$ cat config.mk
export PLATFORM = sky130hd
export DESIGN_NAME = key_press_classifier
export DESIGN_NICKNAME = d
export VERILOG_FILES = /design/src/rtl/kpc_pkg.sv /design/src/rtl/key_press_classifier.sv /design/src/rtl/kpc_key_cell.sv
export SDC_FILE = /design/constraint.sdc
export NUM_CORES = 1
export LEC_CHECK = 0
export ABC_AREA = 1
export BUFFER_PORTS_ARGS = -buffer_cell sky130_fd_sc_hd__buf_2
export CORE_ASPECT_RATIO = 0.9
export CORE_UTILIZATION = 55
export DETAILED_ROUTE_END_ITERATION = 7
export PLACE_DENSITY = 0.74
export SLEW_MARGIN = 5
export SYNTH_ARGS = -nofsm -noshare
export SYNTH_HDL_FRONTEND = slang
export SYNTH_SLANG_ARGS = --single-unit
$ cat constraint.sdc
create_clock -name clk -period 10.55 [get_ports clk]
set_clock_uncertainty 0.1 [all_clocks]
set_input_delay 2.11 -clock clk [delete_from_list [all_inputs] [get_ports clk]]
set_output_delay 2.11 -clock clk [all_outputs]
set_load 0.03 [all_outputs]
$ cat src/rtl/kpc_pkg.sv
// shared types and constants for the key press classifier
// used by kpc_key_cell and key_press_classifier; no dependencies
`default_nettype none

package kpc_pkg;

    localparam int DEF_NUM_KEYS    = 4;
    localparam int DEF_RELEASE_CAP = 100;

    localparam int LEVEL_BITS  = 4;
    localparam int COUNT_W     = 16;
    localparam int REL_W       = 7;
    localparam int CODE_W      = 3;
    localparam int SUM_W       = 5;
    localparam int CFG_ADDR_W  = 3;
    localparam int CFG_DATA_W  = 16;

    localparam logic [CODE_W-1:0] CODE_NONE    = 3'd0;
    localparam logic [CODE_W-1:0] CODE_SHORT   = 3'd1;
    localparam logic [CODE_W-1:0] CODE_LONG    = 3'd2;
    localparam logic [CODE_W-1:0] CODE_DOUBLE  = 3'd3;
    localparam logic [CODE_W-1:0] CODE_INVALID = 3'd4;

    localparam logic FUNC_SCAN  = 1'b0;
    localparam logic FUNC_CLEAR = 1'b1;

    localparam logic [2:0] CLEAR_ALL = 3'd4;

    localparam logic [CFG_ADDR_W-1:0] REG_SHORT_LIMIT   = 3'd0;
    localparam logic [CFG_ADDR_W-1:0] REG_LONG_LIMIT    = 3'd1;
    localparam logic [CFG_ADDR_W-1:0] REG_DOUBLE_GAP    = 3'd2;
    localparam logic [CFG_ADDR_W-1:0] REG_DOUBLE_ENABLE = 3'd3;
    localparam logic [CFG_ADDR_W-1:0] REG_MANUAL_CLEAR  = 3'd4;

    localparam logic [COUNT_W-1:0] RST_SHORT_LIMIT = 16'd50;
    localparam logic [COUNT_W-1:0] RST_LONG_LIMIT  = 16'd100;
    localparam logic [REL_W-1:0]   RST_DOUBLE_GAP  = 7'd30;

    typedef struct packed {
        logic                  func;
        logic [LEVEL_BITS-1:0] key_levels;
        logic [2:0]            clear_target;
    } in_item_t;

    typedef struct packed {
        logic [CODE_W-1:0] status_key0;
        logic [CODE_W-1:0] status_key1;
        logic [CODE_W-1:0] status_key2;
        logic [CODE_W-1:0] status_key3;
        logic [SUM_W-1:0]  status_sum;
    } out_item_t;

    typedef struct packed {
        logic [COUNT_W-1:0] short_limit;
        logic [COUNT_W-1:0] long_limit;
        logic [REL_W-1:0]   double_gap;
        logic               double_enable;
    } cfg_t;

    typedef struct packed {
        logic tick;
        logic clear;
        logic released;
        logic auto_clear;
    } key_ctrl_t;

endpackage

`default_nettype wire

$ cat src/rtl/key_press_classifier.sv
// top level: configuration registers, per-key cells and the result register
// depends on kpc_pkg and kpc_key_cell
// an accepted transaction's result is registered into out_data in the cycle after it is accepted
// throughput: one transaction per cycle; in_stall only while a result waits under out_stall
// reset: counters zero, key values invalid, status none, registers at their defaults
`default_nettype none

module key_press_classifier #(
    parameter int NUM_KEYS    = kpc_pkg::DEF_NUM_KEYS,
    parameter int RELEASE_CAP = kpc_pkg::DEF_RELEASE_CAP
) (
    input  wire                                 clk,
    input  wire                                 rst_n,
    input  wire                                 cfg_wr_en,
    input  wire  [kpc_pkg::CFG_ADDR_W-1:0]      cfg_addr,
    input  wire  [kpc_pkg::CFG_DATA_W-1:0]      cfg_wdata,
    input  wire                                 in_valid,
    output logic                                in_stall,
    input  kpc_pkg::in_item_t                   in_data,
    output logic                                out_valid,
    input  wire                                 out_stall,
    output kpc_pkg::out_item_t                  out_data
);
    import kpc_pkg::*;

    cfg_t        cfg_reg;
    logic        manual_clear_reg;
    logic        out_valid_reg;
    out_item_t   out_data_reg;
    out_item_t   out_data_next;

    logic        accept;
    logic        any_released;
    logic [CODE_W-1:0] status_next [NUM_KEYS];
    logic [CODE_W-1:0] status_pad  [LEVEL_BITS];
    logic [SUM_W-1:0]  sum_next;

    assign in_stall  = out_valid_reg && out_stall;
    assign accept    = in_valid && !in_stall;
    assign out_valid = out_valid_reg;
    assign out_data  = out_data_reg;

    // configuration writes
    always_ff @(posedge clk or negedge rst_n)
    begin
        if (!rst_n)
        begin
            cfg_reg.short_limit   <= RST_SHORT_LIMIT;
            cfg_reg.long_limit    <= RST_LONG_LIMIT;
            cfg_reg.double_gap    <= RST_DOUBLE_GAP;
            cfg_reg.double_enable <= 1'b1;
            manual_clear_reg      <= 1'b0;
        end
        else if (cfg_wr_en)
        begin
            case (cfg_addr)
                REG_SHORT_LIMIT:   cfg_reg.short_limit   <= cfg_wdata;
                REG_LONG_LIMIT:    cfg_reg.long_limit    <= cfg_wdata;
                REG_DOUBLE_GAP:    cfg_reg.double_gap    <= cfg_wdata[REL_W-1:0];
                REG_DOUBLE_ENABLE: cfg_reg.double_enable <= cfg_wdata[0];
                REG_MANUAL_CLEAR:  manual_clear_reg      <= cfg_wdata[0];
                default:           ;
            endcase
        end
    end

    always_comb
    begin
        any_released = (NUM_KEYS > LEVEL_BITS);
        for (int k = 0; k < LEVEL_BITS; k++)
        begin
            if (k < NUM_KEYS && in_data.key_levels[k])
            begin
                any_released = 1'b1;
            end
        end
    end

    for (genvar k = 0; k < NUM_KEYS; k++)
    begin : g_key
        key_ctrl_t ctrl;
        always_comb
        begin
            ctrl.tick       = accept && (in_data.func == FUNC_SCAN);
            ctrl.clear      = accept && (in_data.func == FUNC_CLEAR)
                              && (in_data.clear_target == CLEAR_ALL
                                  || int'(in_data.clear_target) == k);
            ctrl.released   = (k >= LEVEL_BITS) ? 1'b1 : in_data.key_levels[k % LEVEL_BITS];
            ctrl.auto_clear = any_released && !manual_clear_reg;
        end

        kpc_key_cell #(
            .RELEASE_CAP (RELEASE_CAP)
        ) u_cell (
            .clk         (clk),
            .rst_n       (rst_n),
            .cfg         (cfg_reg),
            .ctrl        (ctrl),
            .status_next (status_next[k])
        );
    end

    for (genvar k = 0; k < LEVEL_BITS; k++)
    begin : g_pad
        if (k < NUM_KEYS)
        begin : g_used
            assign status_pad[k] = status_next[k];
        end
        else
        begin : g_unused
            assign status_pad[k] = CODE_NONE;
        end
    end

    always_comb
    begin
        sum_next = '0;
        for (int k = 0; k < NUM_KEYS; k++)
        begin
            sum_next = sum_next + SUM_W'(status_next[k]);
        end
        out_data_next.status_key0 = status_pad[0];
        out_data_next.status_key1 = status_pad[1];
        out_data_next.status_key2 = status_pad[2];
        out_data_next.status_key3 = status_pad[3];
        out_data_next.status_sum  = sum_next;
    end

    // result register
    always_ff @(posedge clk or negedge rst_n)
    begin
        if (!rst_n)
        begin
            out_valid_reg <= 1'b0;
        end
        else if (accept)
        begin
            out_valid_reg <= 1'b1;
        end
        else if (!out_stall)
        begin
            out_valid_reg <= 1'b0;
        end
    end

    always_ff @(posedge clk)
    begin
        if (accept)
        begin
            out_data_reg <= out_data_next;
        end
    end

    // every accepted transaction leaves a result behind
    assert property (@(posedge clk) disable iff (!rst_n)
        accept |=> out_valid)
        else $error("accepted transaction produced no result");

    // published codes stay within the code set
    assert property (@(posedge clk) disable iff (!rst_n)
        out_valid |-> (out_data.status_key0 <= CODE_INVALID
                       && out_data.status_key1 <= CODE_INVALID
                       && out_data.status_key2 <= CODE_INVALID
                       && out_data.status_key3 <= CODE_INVALID))
        else $error("status code out of range");

    // sum matches the fields when every key has a field
    assert property (@(posedge clk) disable iff (!rst_n)
        out_valid |-> (NUM_KEYS > LEVEL_BITS
                       || out_data.status_sum == SUM_W'(out_data.status_key0)
                          + SUM_W'(out_data.status_key1)
                          + SUM_W'(out_data.status_key2)
                          + SUM_W'(out_data.status_key3)))
        else $error("status sum disagrees with status fields");

endmodule

`default_nettype wire

$ cat src/rtl/kpc_key_cell.sv
// one key: press, release, gap and effect counters, classification and status
// depends on kpc_pkg
`default_nettype none

module kpc_key_cell #(
    parameter int RELEASE_CAP = kpc_pkg::DEF_RELEASE_CAP
) (
    input  wire                               clk,
    input  wire                               rst_n,
    input  kpc_pkg::cfg_t                     cfg,
    input  kpc_pkg::key_ctrl_t                ctrl,
    output logic [kpc_pkg::CODE_W-1:0]        status_next
);
    import kpc_pkg::*;

    localparam logic [REL_W-1:0]   CAP       = REL_W'(RELEASE_CAP);
    localparam logic [COUNT_W-1:0] COUNT_MAX = '1;

    logic [COUNT_W-1:0] press_reg,  press_next;
    logic [REL_W-1:0]   release_reg, release_next;
    logic [REL_W-1:0]   gap_reg,    gap_next;
    logic [COUNT_W-1:0] effect_reg, effect_next;
    logic [CODE_W-1:0]  value_reg,  value_next;
    logic [CODE_W-1:0]  status_reg;

    always_comb
    begin
        press_next   = press_reg;
        release_next = release_reg;
        gap_next     = gap_reg;
        effect_next  = effect_reg;
        value_next   = value_reg;
        status_next  = status_reg;
        if (ctrl.tick)
        begin
            if (!ctrl.released)
            begin
                if (release_reg != '0)
                begin
                    gap_next = release_reg;
                end
                if (press_reg != COUNT_MAX)
                begin
                    press_next = press_reg + 1'b1;
                end
                release_next = '0;
                if (press_next > cfg.long_limit)
                begin
                    effect_next = press_next;
                end
            end
            else
            begin
                if (press_reg != '0)
                begin
                    effect_next = press_reg;
                end
                if (release_reg < CAP)
                begin
                    release_next = release_reg + 1'b1;
                end
                press_next = '0;
            end
            if (ctrl.auto_clear)
            begin
                value_next = CODE_NONE;
            end
            if (effect_next != '0 && effect_next < cfg.short_limit)
            begin
                if (cfg.double_enable && gap_next != '0 && gap_next < cfg.double_gap)
                begin
                    value_next = CODE_DOUBLE;
                    gap_next   = '0;
                end
                else
                begin
                    value_next = CODE_SHORT;
                end
                effect_next = '0;
            end
            else if (effect_next > cfg.long_limit)
            begin
                value_next  = CODE_LONG;
                effect_next = '0;
            end
            if (!cfg.double_enable || release_next > cfg.double_gap)
            begin
                status_next = value_next;
            end
        end
        else if (ctrl.clear)
        begin
            value_next = CODE_NONE;
        end
    end

    always_ff @(posedge clk or negedge rst_n)
    begin
        if (!rst_n)
        begin
            press_reg   <= '0;
            release_reg <= '0;
            gap_reg     <= '0;
            effect_reg  <= '0;
            value_reg   <= CODE_INVALID;
            status_reg  <= CODE_NONE;
        end
        else
        begin
            press_reg   <= press_next;
            release_reg <= release_next;
            gap_reg     <= gap_next;
            effect_reg  <= effect_next;
            value_reg   <= value_next;
            status_reg  <= status_next;
        end
    end

endmodule

`default_nettype wire

**After elaboration in Yosys (flattened, before gate mapping)**

Cells that the tools add are included.

- Flip-flop bits (word level): 267
- Input port bits: 32
- Output and inout bits: 19
- Logic and storage cells: 253

- Add/subtract/negate cells: 11
- Magnitude comparators: 24
- Equality and inequality tests: 13
- Multiplexer cells: 110
- Bitwise operators: 1
- Reduce and logical (&&, ||, !) cells: 59

Operators by type and width:

| operator | number |
|---|---|
| 16-bit two-way mux | 40 |
| 7-bit two-way mux | 32 |
| 16-bit greater-than comparator | 8 |
| 16-bit nonzero test | 8 |
| 3-bit two-way mux | 28 |
| 16-bit by 1-bit adder with 16-bit output, second input constant | 4 |
| 16-bit < comparator | 4 |
| 16-bit != test, second input constant | 4 |
| 7-bit nonzero test | 8 |
| 7-bit by 1-bit adder with 7-bit output, second input constant | 4 |
| 7-bit greater-than comparator | 4 |
| 7-bit < comparator | 4 |
| 7-bit < comparator, second input constant | 4 |
| 1-bit logical AND | 21 |
| 3-bit equality test, second input constant | 4 |
| 2-bit AND reduction | 5 |
| 3-bit by 2-bit equality test with 1-bit output, second input constant | 3 |
| 1-bit logical OR | 8 |
| 2-bit two-way mux | 4 |
| 2-bit nonzero test | 4 |
| 3-bit zero test | 2 |
| 1-bit two-way mux | 6 |
| 4-bit by 3-bit adder with 5-bit output | 1 |
| 5-bit by 3-bit adder with 5-bit output | 1 |
| other kinds (5) | 7 |

**Depth between registers and ports, before layout**

Gate-level depths: netlist of run 1.

- Depth after elaboration: 17
- Depth in mapped cells: 44

**Modules after synthesis**

A second synthesis of run 1 with hierarchy kept.

- Cells, all modules: 3,052
- Area, all modules: 22,223.8 um^2

Modules (own cells, without submodules):

| module | instances | cells an instance | area an instance (um^2) | seq. area each (um^2) |
|---|---|---|---|---|
| kpc_key_cell (g_key[3].u_cell) | 1 | 704 | 4,968.5 | 1,302.5 |
| kpc_key_cell (g_key[1].u_cell) | 1 | 708 | 4,912.2 | 1,302.5 |
| kpc_key_cell (g_key[0].u_cell) | 1 | 696 | 4,892.2 | 1,302.5 |
| kpc_key_cell (g_key[2].u_cell) | 1 | 688 | 4,880.9 | 1,302.5 |
| key_press_classifier | 1 | 256 | 2,570.0 | 1,575.3 |

**Worst setup path after synthesis of run 1**

OpenSTA, ideal clock, no wires.

- Path type: in2reg
- Start: input in_data[5] in the netlist's numbering
- End: register out_data[2] (netlist name)
- Setup time: 0.250 ns
- Arrival time: 6.054 ns
- Data required time: 10.200 ns
- Setup slack: 4.146 ns
- Stages: 23
- Path buffers: 2
- Cell sequence: clkbuf_1 -> clkbuf_1 -> o211ai_1 -> nand2_1 -> inv_1 -> ha_1 -> nand2_1 -> o21a_1 -> o221ai_1 -> nand2_1 -> o2111ai_1 -> a21boi_0 -> a21o_1 -> nand2_1 -> nand2_1 -> nand2_1 -> nand2_1 -> fa_1 -> fa_1 -> ha_1 -> inv_1 -> fa_1 -> inv_1

RTL lines:

| element | line | source |
|---|---|---|
| start: declaration | key_press_classifier.sv:19 | `input kpc_pkg::in_item_t in_data,` |

==> run summary, run 1 <==
Status: finished, final reports clean
# IOs: 51
Max cap viols: 0
RR Startpoint: g_key[0].u_cell.press_reg[0]$_DFFE_PN0P_
VDD IR-drop max: 0.131 mV
RSZ-0062 raised after global routing: false
Number of CTS-inserted buffers: 31
Kind of critical path: flop to flop
Sequential share of the synthesized area: 31.3%
Max Fclk: 0.123 GHz
Synthesized area: 21700 µm²
Clock sinks: 267
Vias per Instance: 5.86
Int Power: 2.65 mW
Final hold violations: 0
Pleak: 12.1 nW
Worst path bufs/invs: 5
Post-synthesis mux area share: 0%
CTS resizes: 0
DPL Wire Length: 47300 µm
Slowest-stage cell, CP: nand2_1
Most frequent cells in the layout: 774 x nand2_1, 428 x inv_1, 260 x ha_1, 235 x dfrtp_1, 227 x o21ai_0
Routed wire length: 64800 µm
H-Tree Depth: 1
Worst slew pin tran: 1.22 ns
Hold Startpoint: g_key[2].u_cell.value_reg[2]$_DFFE_PN1P_
Yosys cell types: 57
# hold bufs at CTS: 0
Post-synth EDFFs: 17
Setup crit start kind: flop
Synth Area in Compound Gates: 16.2%
Clock Tree Buf Depth: 3
Crit Reg-Reg Endpoint: out_data[3]$_DFFE_PP_
Final net count: 3290
Setup TNS: 0 ns
Largest net degree at the start of global routing: 152
Top FF cell, synth: dfrtp_1
Synthesized netlist cell count: 2977
Mapped Avg Cell Area: 7.28 µm²
CP peak stage delay: 0.65 ns
Clock power share: 26.0%
Largest family of logic cells by synthesized area: simple AND/OR/NAND/NOR gates
Xor-xnor portion of the synthesized cell area: 1.73%
Sequential power share: 30.5%
Routed Antenna Nets: 0
GPL Wtd Cong: 0.959
Hold EP: g_key[2].u_cell.value_reg[2]$_DFFE_PN1P_
Adder-cell share of the synthesized area: 15.6%
Final period util: 76.8%
Post-Route Utilization: 60.7%
# DRC: 0
YS warnings: 0
Pwr dens: 195 nW/µm²
Vias: 20760
N_diodes: 0
Number of synthesized register bits: 267
Global-route wire length before repair: 104000 µm
Core ar.: 38600 µm²
Synth top area share: 27.1%
Port bufs: 50
First-pass iteration count of the detailed router: 6
Critical path endpoint category: flop
Clock Latency Late Sink: 0.60 ns
Initial DRC count: 1907
HP Class: flop to flop
Combinational power share: 43.5%
Mean routed wirelength per cell: 18.3 µm
Arrival @ worst endpoint: 8.35 ns
FF-to-FF setup slack: 2.45 ns
Largest area contributor in the netlist: dfrtp_1
Vias in the first global route: 19632
Commonest non-fill, non-tap cell in the layout: nand2_1
CP most frequent cell: nand2_1
Ys async rst share: 93.6%
Required time worst endpoint: 10.80 ns
Die H: 190 µm
CTS tree: done
Minimum clock period: 8.10 ns
Initial antenna violation count: 0
Sw Share: 42.0%
Root Buffer: clkbuf_16
Final setup violating endpoints: 0
Layout cells sized above 1: 8.19%
Family with the most delay on the worst path: simple AND/OR/NAND/NOR gates
P_sw: 1.92 mW
Relative slew slack: 17.9%
Syn-to-layout area delta: 8.26%
Rows: 68
Max Slew Vio Count: 0
R2R cell count: 34
Post-Syn Nets: 3275
Simple-Gate Fraction of Synth Area: 25.9%
Crit Path Max Fanout: 25
Post-CTS setup buffers: 0
Top cells by area, synth: dfrtp_1 27%, ha_1 15%, nand2_1 13%
Die W: 211 µm
Initial Utilization: 56.1%
Die area: 40200 µm²
Clk slew on worst S/H paths: 0.06 ns
Worst hold path cell count: 2
GRT Util Overall: 32.5%
GRT Residual Overflow: 0
[area by class of cell]
type                    count  area (µm²)
well taps                 525         657
clock buffers              39         877
fillers                  3592       15200
inverters                 445        1670
repair buffers             62         363
multi-input cells        2185       12900
flip-flops and latches    267        6790
clock inverters            19         235
[through the flow]
stage / cells / hold slack, ns / setup WS, ns / total power [mW] / cell area (µm²)
final: 3542 / 0.371 / 2.45 / 4.57 / 23500
after CTS: 3542 / 0.369 / 2.58 / 4.55 / 23500
after global routing: 3542 / 0.391 / 1.90 / 4.91 / 23500
after floorplan: 2977 / 0.348 / 4.15 / 2.81 / 21700
after detailed placement: 3484 / 0.362 / 2.34 / 3.35 / 22300
after global placement: 3484 / 0.356 / 2.43 / 3.27 / 22300
[logic make-up (layout without fill, tap and decap cells)]
kind of cell / after synthesis / after routing
flip-flops: 267 / 267
adder cells (fa/ha/maj): 266 / 266
AND/OR/NAND/NOR: 1300 / 1300
AO/OA/AOI/OAI: 581 / 581
buffers and inverters: 525 / 565
XOR/XNOR: 38 / 38
[power by group through the flow]
stage          clock [mW]  combinational, mW  sequential (mW)
2_1_floorplan           0               1.41             1.39
3_3_place_gp            0               1.87             1.40
3_5_place_dp            0               1.95             1.40
4_1_cts              1.20               1.96             1.39
5_1_grt              1.24               2.25             1.41
6_report             1.19               1.99             1.39
[layer usage]
layer	track usage [%]	share of wire [%]
met1	44.8	44
met2	52.5	45
met3	3.62	6.7
met4	12.4	3.9
met5	0	0
[worst reg2reg max path, delay by kind of cell (launching register included)]
kind / cells / cell delay, ns
buffers and inverters: 5 / 0.68
xor gates and xnor gates: 1 / 0.14
and+or+nand+nor: 17 / 3.05
DFF: 1 / 0.46
adders and majority gates: 7 / 2.46
AOI/OAI and AO/OA: 4 / 0.95
[synthesized netlist by cell type (4+ instances only)]
| master | count |
|---|---|
| o221ai_1 | 6 |
| xor2_1 | 33 |
| nand2_1 | 774 |
| nor2_2 | 9 |
| o21ai_0 | 229 |
| inv_2 | 14 |
| dfrtp_1 | 235 |
| o22ai_2 | 30 |
| nor2_1 | 173 |
| nand3_1 | 195 |
| buf_2 | 13 |
| nor2_4 | 7 |
| a211oi_1 | 12 |
| buf_1 | 5 |
| o22ai_1 | 43 |
| nand3_2 | 6 |
| nand2_4 | 7 |
| nand2_2 | 10 |
| clkbuf_1 | 57 |
| o21ai_2 | 12 |
| nand4_1 | 40 |
| a21oi_1 | 155 |
| o211ai_1 | 49 |
| nor3_1 | 49 |
| buf_6 | 4 |
| edfxtp_1 | 17 |
| o21a_1 | 4 |
| dfstp_2 | 15 |
| a21o_1 | 6 |
| ha_1 | 260 |
| nor4_1 | 12 |
| fa_1 | 6 |
| o21ai_1 | 13 |
| inv_1 | 429 |
| a31oi_1 | 4 |
| and2_4 | 4 |
[how the worst max path moves through the flow]
stage	startpoint	cells past startpoint	slack, ns	to
after floorplan	in_data[5]	23	4.15	out_data[2]$_DFFE_PP_
final	g_key[0].u_cell.press_reg[0]$_DFFE_PN0P_	34	2.45	out_data[3]$_DFFE_PP_
after CTS	g_key[0].u_cell.press_reg[0]$_DFFE_PN0P_	34	2.58	out_data[3]$_DFFE_PP_
after global routing	g_key[0].u_cell.press_reg[0]$_DFFE_PN0P_	34	1.90	out_data[3]$_DFFE_PP_
after detailed placement	in_data[3]	18	2.34	out_data[3]$_DFFE_PP_
after global placement	in_data[3]	18	2.43	out_data[2]$_DFFE_PP_
No activity file was read; power rests on OpenSTA's default activity.
==> run 2: changes to the inputs <==
PLACE_DENSITY = 0.77   (was 0.74)
clock period = 6.7 ns   (was 10.55 ns; I/O delays follow)
==> run 2 against run 1 <==
Core utilization grew 4.1 points. Register-to-register slack got worse by 2.2 ns. Fmax rose by 25%. First-iteration DRC count increased by 28%. Clock power rose by 54%. Non-clock buffer count up 124. Largest power group unchanged. Combinational power is 76% higher. Count of clock-buffer cells in the layout shrank 2. Setup slack lost 2.2 ns. Die area did not move. Cell count rose by 3.5%. Flip-flop and latch count did not move.
==> run summary, run 2 (synthesis gave the netlist of run 1 again) <==
Filler Cell Count: 3307 (was 3592)
Rows: 68 (unchanged)
Commonest non-fill, non-tap cell in the layout: nand2_1 (unchanged)
HP Class: flop to flop (unchanged)
Slowest-stage cell, CP: fa_2 (was nand2_1)
H-Tree Depth: 1 (unchanged)
Initial DRC count: 2450 (was 1907)
Routed Antenna Nets: 0 (unchanged)
First-pass iteration count of the detailed router: 5 (was 6)
Clock Tree Buf Depth: 3 (unchanged)
Clock sinks: 267 (unchanged)
CTS tree: done (unchanged)
Kind of critical path: flop to flop (unchanged)
Minimum clock period: 6.48 ns (was 8.10 ns)
Layout Cells excl Fill: 3666 (was 3542)
Critical path endpoint category: flop (unchanged)
GRT Residual Overflow: 0 (unchanged)
CP peak stage delay: 0.51 ns (was 0.65 ns)
Fin area: 25000 µm² (was 23500 µm²)
Dpl cells: 3564 (was 3484)
GRT Util Overall: 32.8% (was 32.5%)
VDD IR-drop max: 0.223 mV (was 0.131 mV)
Final setup violating endpoints: 0 (unchanged)
Number of CTS-inserted buffers: 31 (unchanged)
Routed wire length: 67200 µm (was 64800 µm)
Final hold violations: 0 (unchanged)
Pleak: 12.8 nW (was 12.1 nW)
Clock Latency Late Sink: 0.61 ns (was 0.60 ns)
Vias: 21742 (was 20760)
Root Buffer: clkbuf_16 (unchanged)
Global-route wire length before repair: 106000 µm (was 104000 µm)
Vias per Instance: 5.93 (was 5.86)
Syn-to-layout area delta: 15.5% (was 8.26%)
Worst path bufs/invs: 9 (was 5)
Core ar.: 38600 µm² (unchanged)
Largest net degree at the start of global routing: 144 (was 152)
Die W: 211 µm (unchanged)
Port bufs: 50 (unchanged)
DPL Wire Length: 48400 µm (was 47300 µm)
GPL Wtd Cong: 0.974 (was 0.959)
# IOs: 51 (unchanged)
CP most frequent cell: nand2_1 (unchanged)
Worst hold margin: 0.373 ns (was 0.371 ns)
Setup crit start kind: flop (unchanged)
Crit Path Max Fanout: 7 (was 25)
N_diodes: 0 (unchanged)
# DRC: 0 (unchanged)
Placed cell areas: 23000 µm² (was 22300 µm²)
Layout cells sized above 1: 15.3% (was 8.19%)
Max Slew Vio Count: 0 (unchanged)
Status: finished, final reports clean (unchanged)
Max cap viols: 0 (unchanged)
Initial Utilization: 56.1% (unchanged)
Most frequent cells in the layout: 743 x nand2_1, 414 x inv_1, 246 x ha_1, 230 x dfrtp_1, 216 x o21ai_0 (was 774 x nand2_1, 428 x inv_1, 260 x ha_1, 235 x dfrtp_1, 227 x o21ai_0)
Relative slew slack: 31.2% (was 17.9%)
Arrival @ worst endpoint: 6.74 ns (was 8.35 ns)
Pwr dens: 301 nW/µm² (was 195 nW/µm²)
Max Fclk: 0.154 GHz (was 0.123 GHz)
Worst slew pin tran: 1.03 ns (was 1.22 ns)
Final net count: 3414 (was 3290)
Vias in the first global route: 20492 (was 19632)
Clk slew on worst S/H paths: 0.06 ns (about the same)
Die H: 190 µm (unchanged)
Required time worst endpoint: 6.96 ns (was 10.80 ns)
Family with the most delay on the worst path: adder cells (was simple AND/OR/NAND/NOR gates)
RSZ-0062 raised after global routing: true (was false)
Mean routed wirelength per cell: 18.3 µm (about the same)
Die area: 40200 µm² (unchanged)
# hold bufs at CTS: 0 (unchanged)
Final period util: 96.6% (was 76.8%)
Initial antenna violation count: 0 (unchanged)
Setup TNS: 0 ns (unchanged)
[run 2: changes by cell type in the layout (fill, tap and decap cells not counted), moves of 14 or more]
cell,delta
inv_1,-14
ha_1,-14
buf_4,+114
nand2_1,-31
nand2_2,+25
[run 2: area by class of cell]
cell class	count	area, µm²	area share (%)
Sequential cell	267	6790	27.1
Timing Repair Buffer	186	1370	5.48
Clock inverter	21	254	1.01
Multi-Input combinational cell	2185	13500	53.8
Tap cell	525	657	2.62
Clock buffer	37	818	3.27
Inverter	445	1690	6.73
[run 2: worst min-delay path: cells and delay by family, from the launching register on]
| kind | cells | cell delay, ns |
|---|---|---|
| AND/OR/NAND/NOR | 2 | 0.10 |
| flip-flops | 1 | 0.37 |
[run 2: per-stage QoR]
step           utilization (%)  setup WS [ns]  total power, mW
6_report                  64.8          0.224             7.52
5_1_grt                   64.8         -0.158             8.05
4_1_cts                   62.3         0.0141             7.23
3_5_place_dp              59.4         -0.143             5.38
3_3_place_gp              59.4         0.0315             5.24
2_1_floorplan                -          0.484             4.42
[run 2: metal layers]
layer | global-route usage [%] | vias up | wire length [µm]
met2 | 50.6 | 1070 | 29500
met3 | 5.95 | 224 | 6380
met1 | 44.7 | 10242 | 28300
met4 | 14.7 | 0 | 2990
met5 | 0 | - | 0
li1 | - | 10206 | -
[run 2: path summary, 6_finish.rpt]
check	startpoint	to	slack, ns	depth (start not counted)
max in group asynchronous	rst_n	g_key[2].u_cell.press_reg[2]$_DFFE_PN0P_	4.45	2
setup / recovery	g_key[1].u_cell.press_reg[1]$_DFFE_PN0P_	out_data[2]$_DFFE_PP_	0.22	41
hold reg to reg	g_key[0].u_cell.value_reg[2]$_DFFE_PN1P_	g_key[0].u_cell.value_reg[2]$_DFFE_PN1P_	0.37	2
min in group asynchronous	rst_n	g_key[3].u_cell.press_reg[0]$_DFFE_PN0P_	0.67	1
hold / removal	g_key[0].u_cell.value_reg[2]$_DFFE_PN1P_	g_key[0].u_cell.value_reg[2]$_DFFE_PN1P_	0.37	2
setup reg to reg	g_key[1].u_cell.press_reg[1]$_DFFE_PN0P_	out_data[2]$_DFFE_PP_	0.22	41
[run 2: timing repair]
action	4_1_cts	5_1_grt
pin swaps	2	65
setup buffers	0	43
cloned	0	1
endpoints found under the setup margin	3	4
hold endpoints to repair	0	0
gates resized for setup	8	163
[run 2: power by group]
part	internal [mW]	switching (mW)	total [mW]	leakage (nW)
registers	1.97	0.213	2.18	3.46
clock network	1.07	0.758	1.83	0.527
logic	1.30	2.21	3.51	8.84
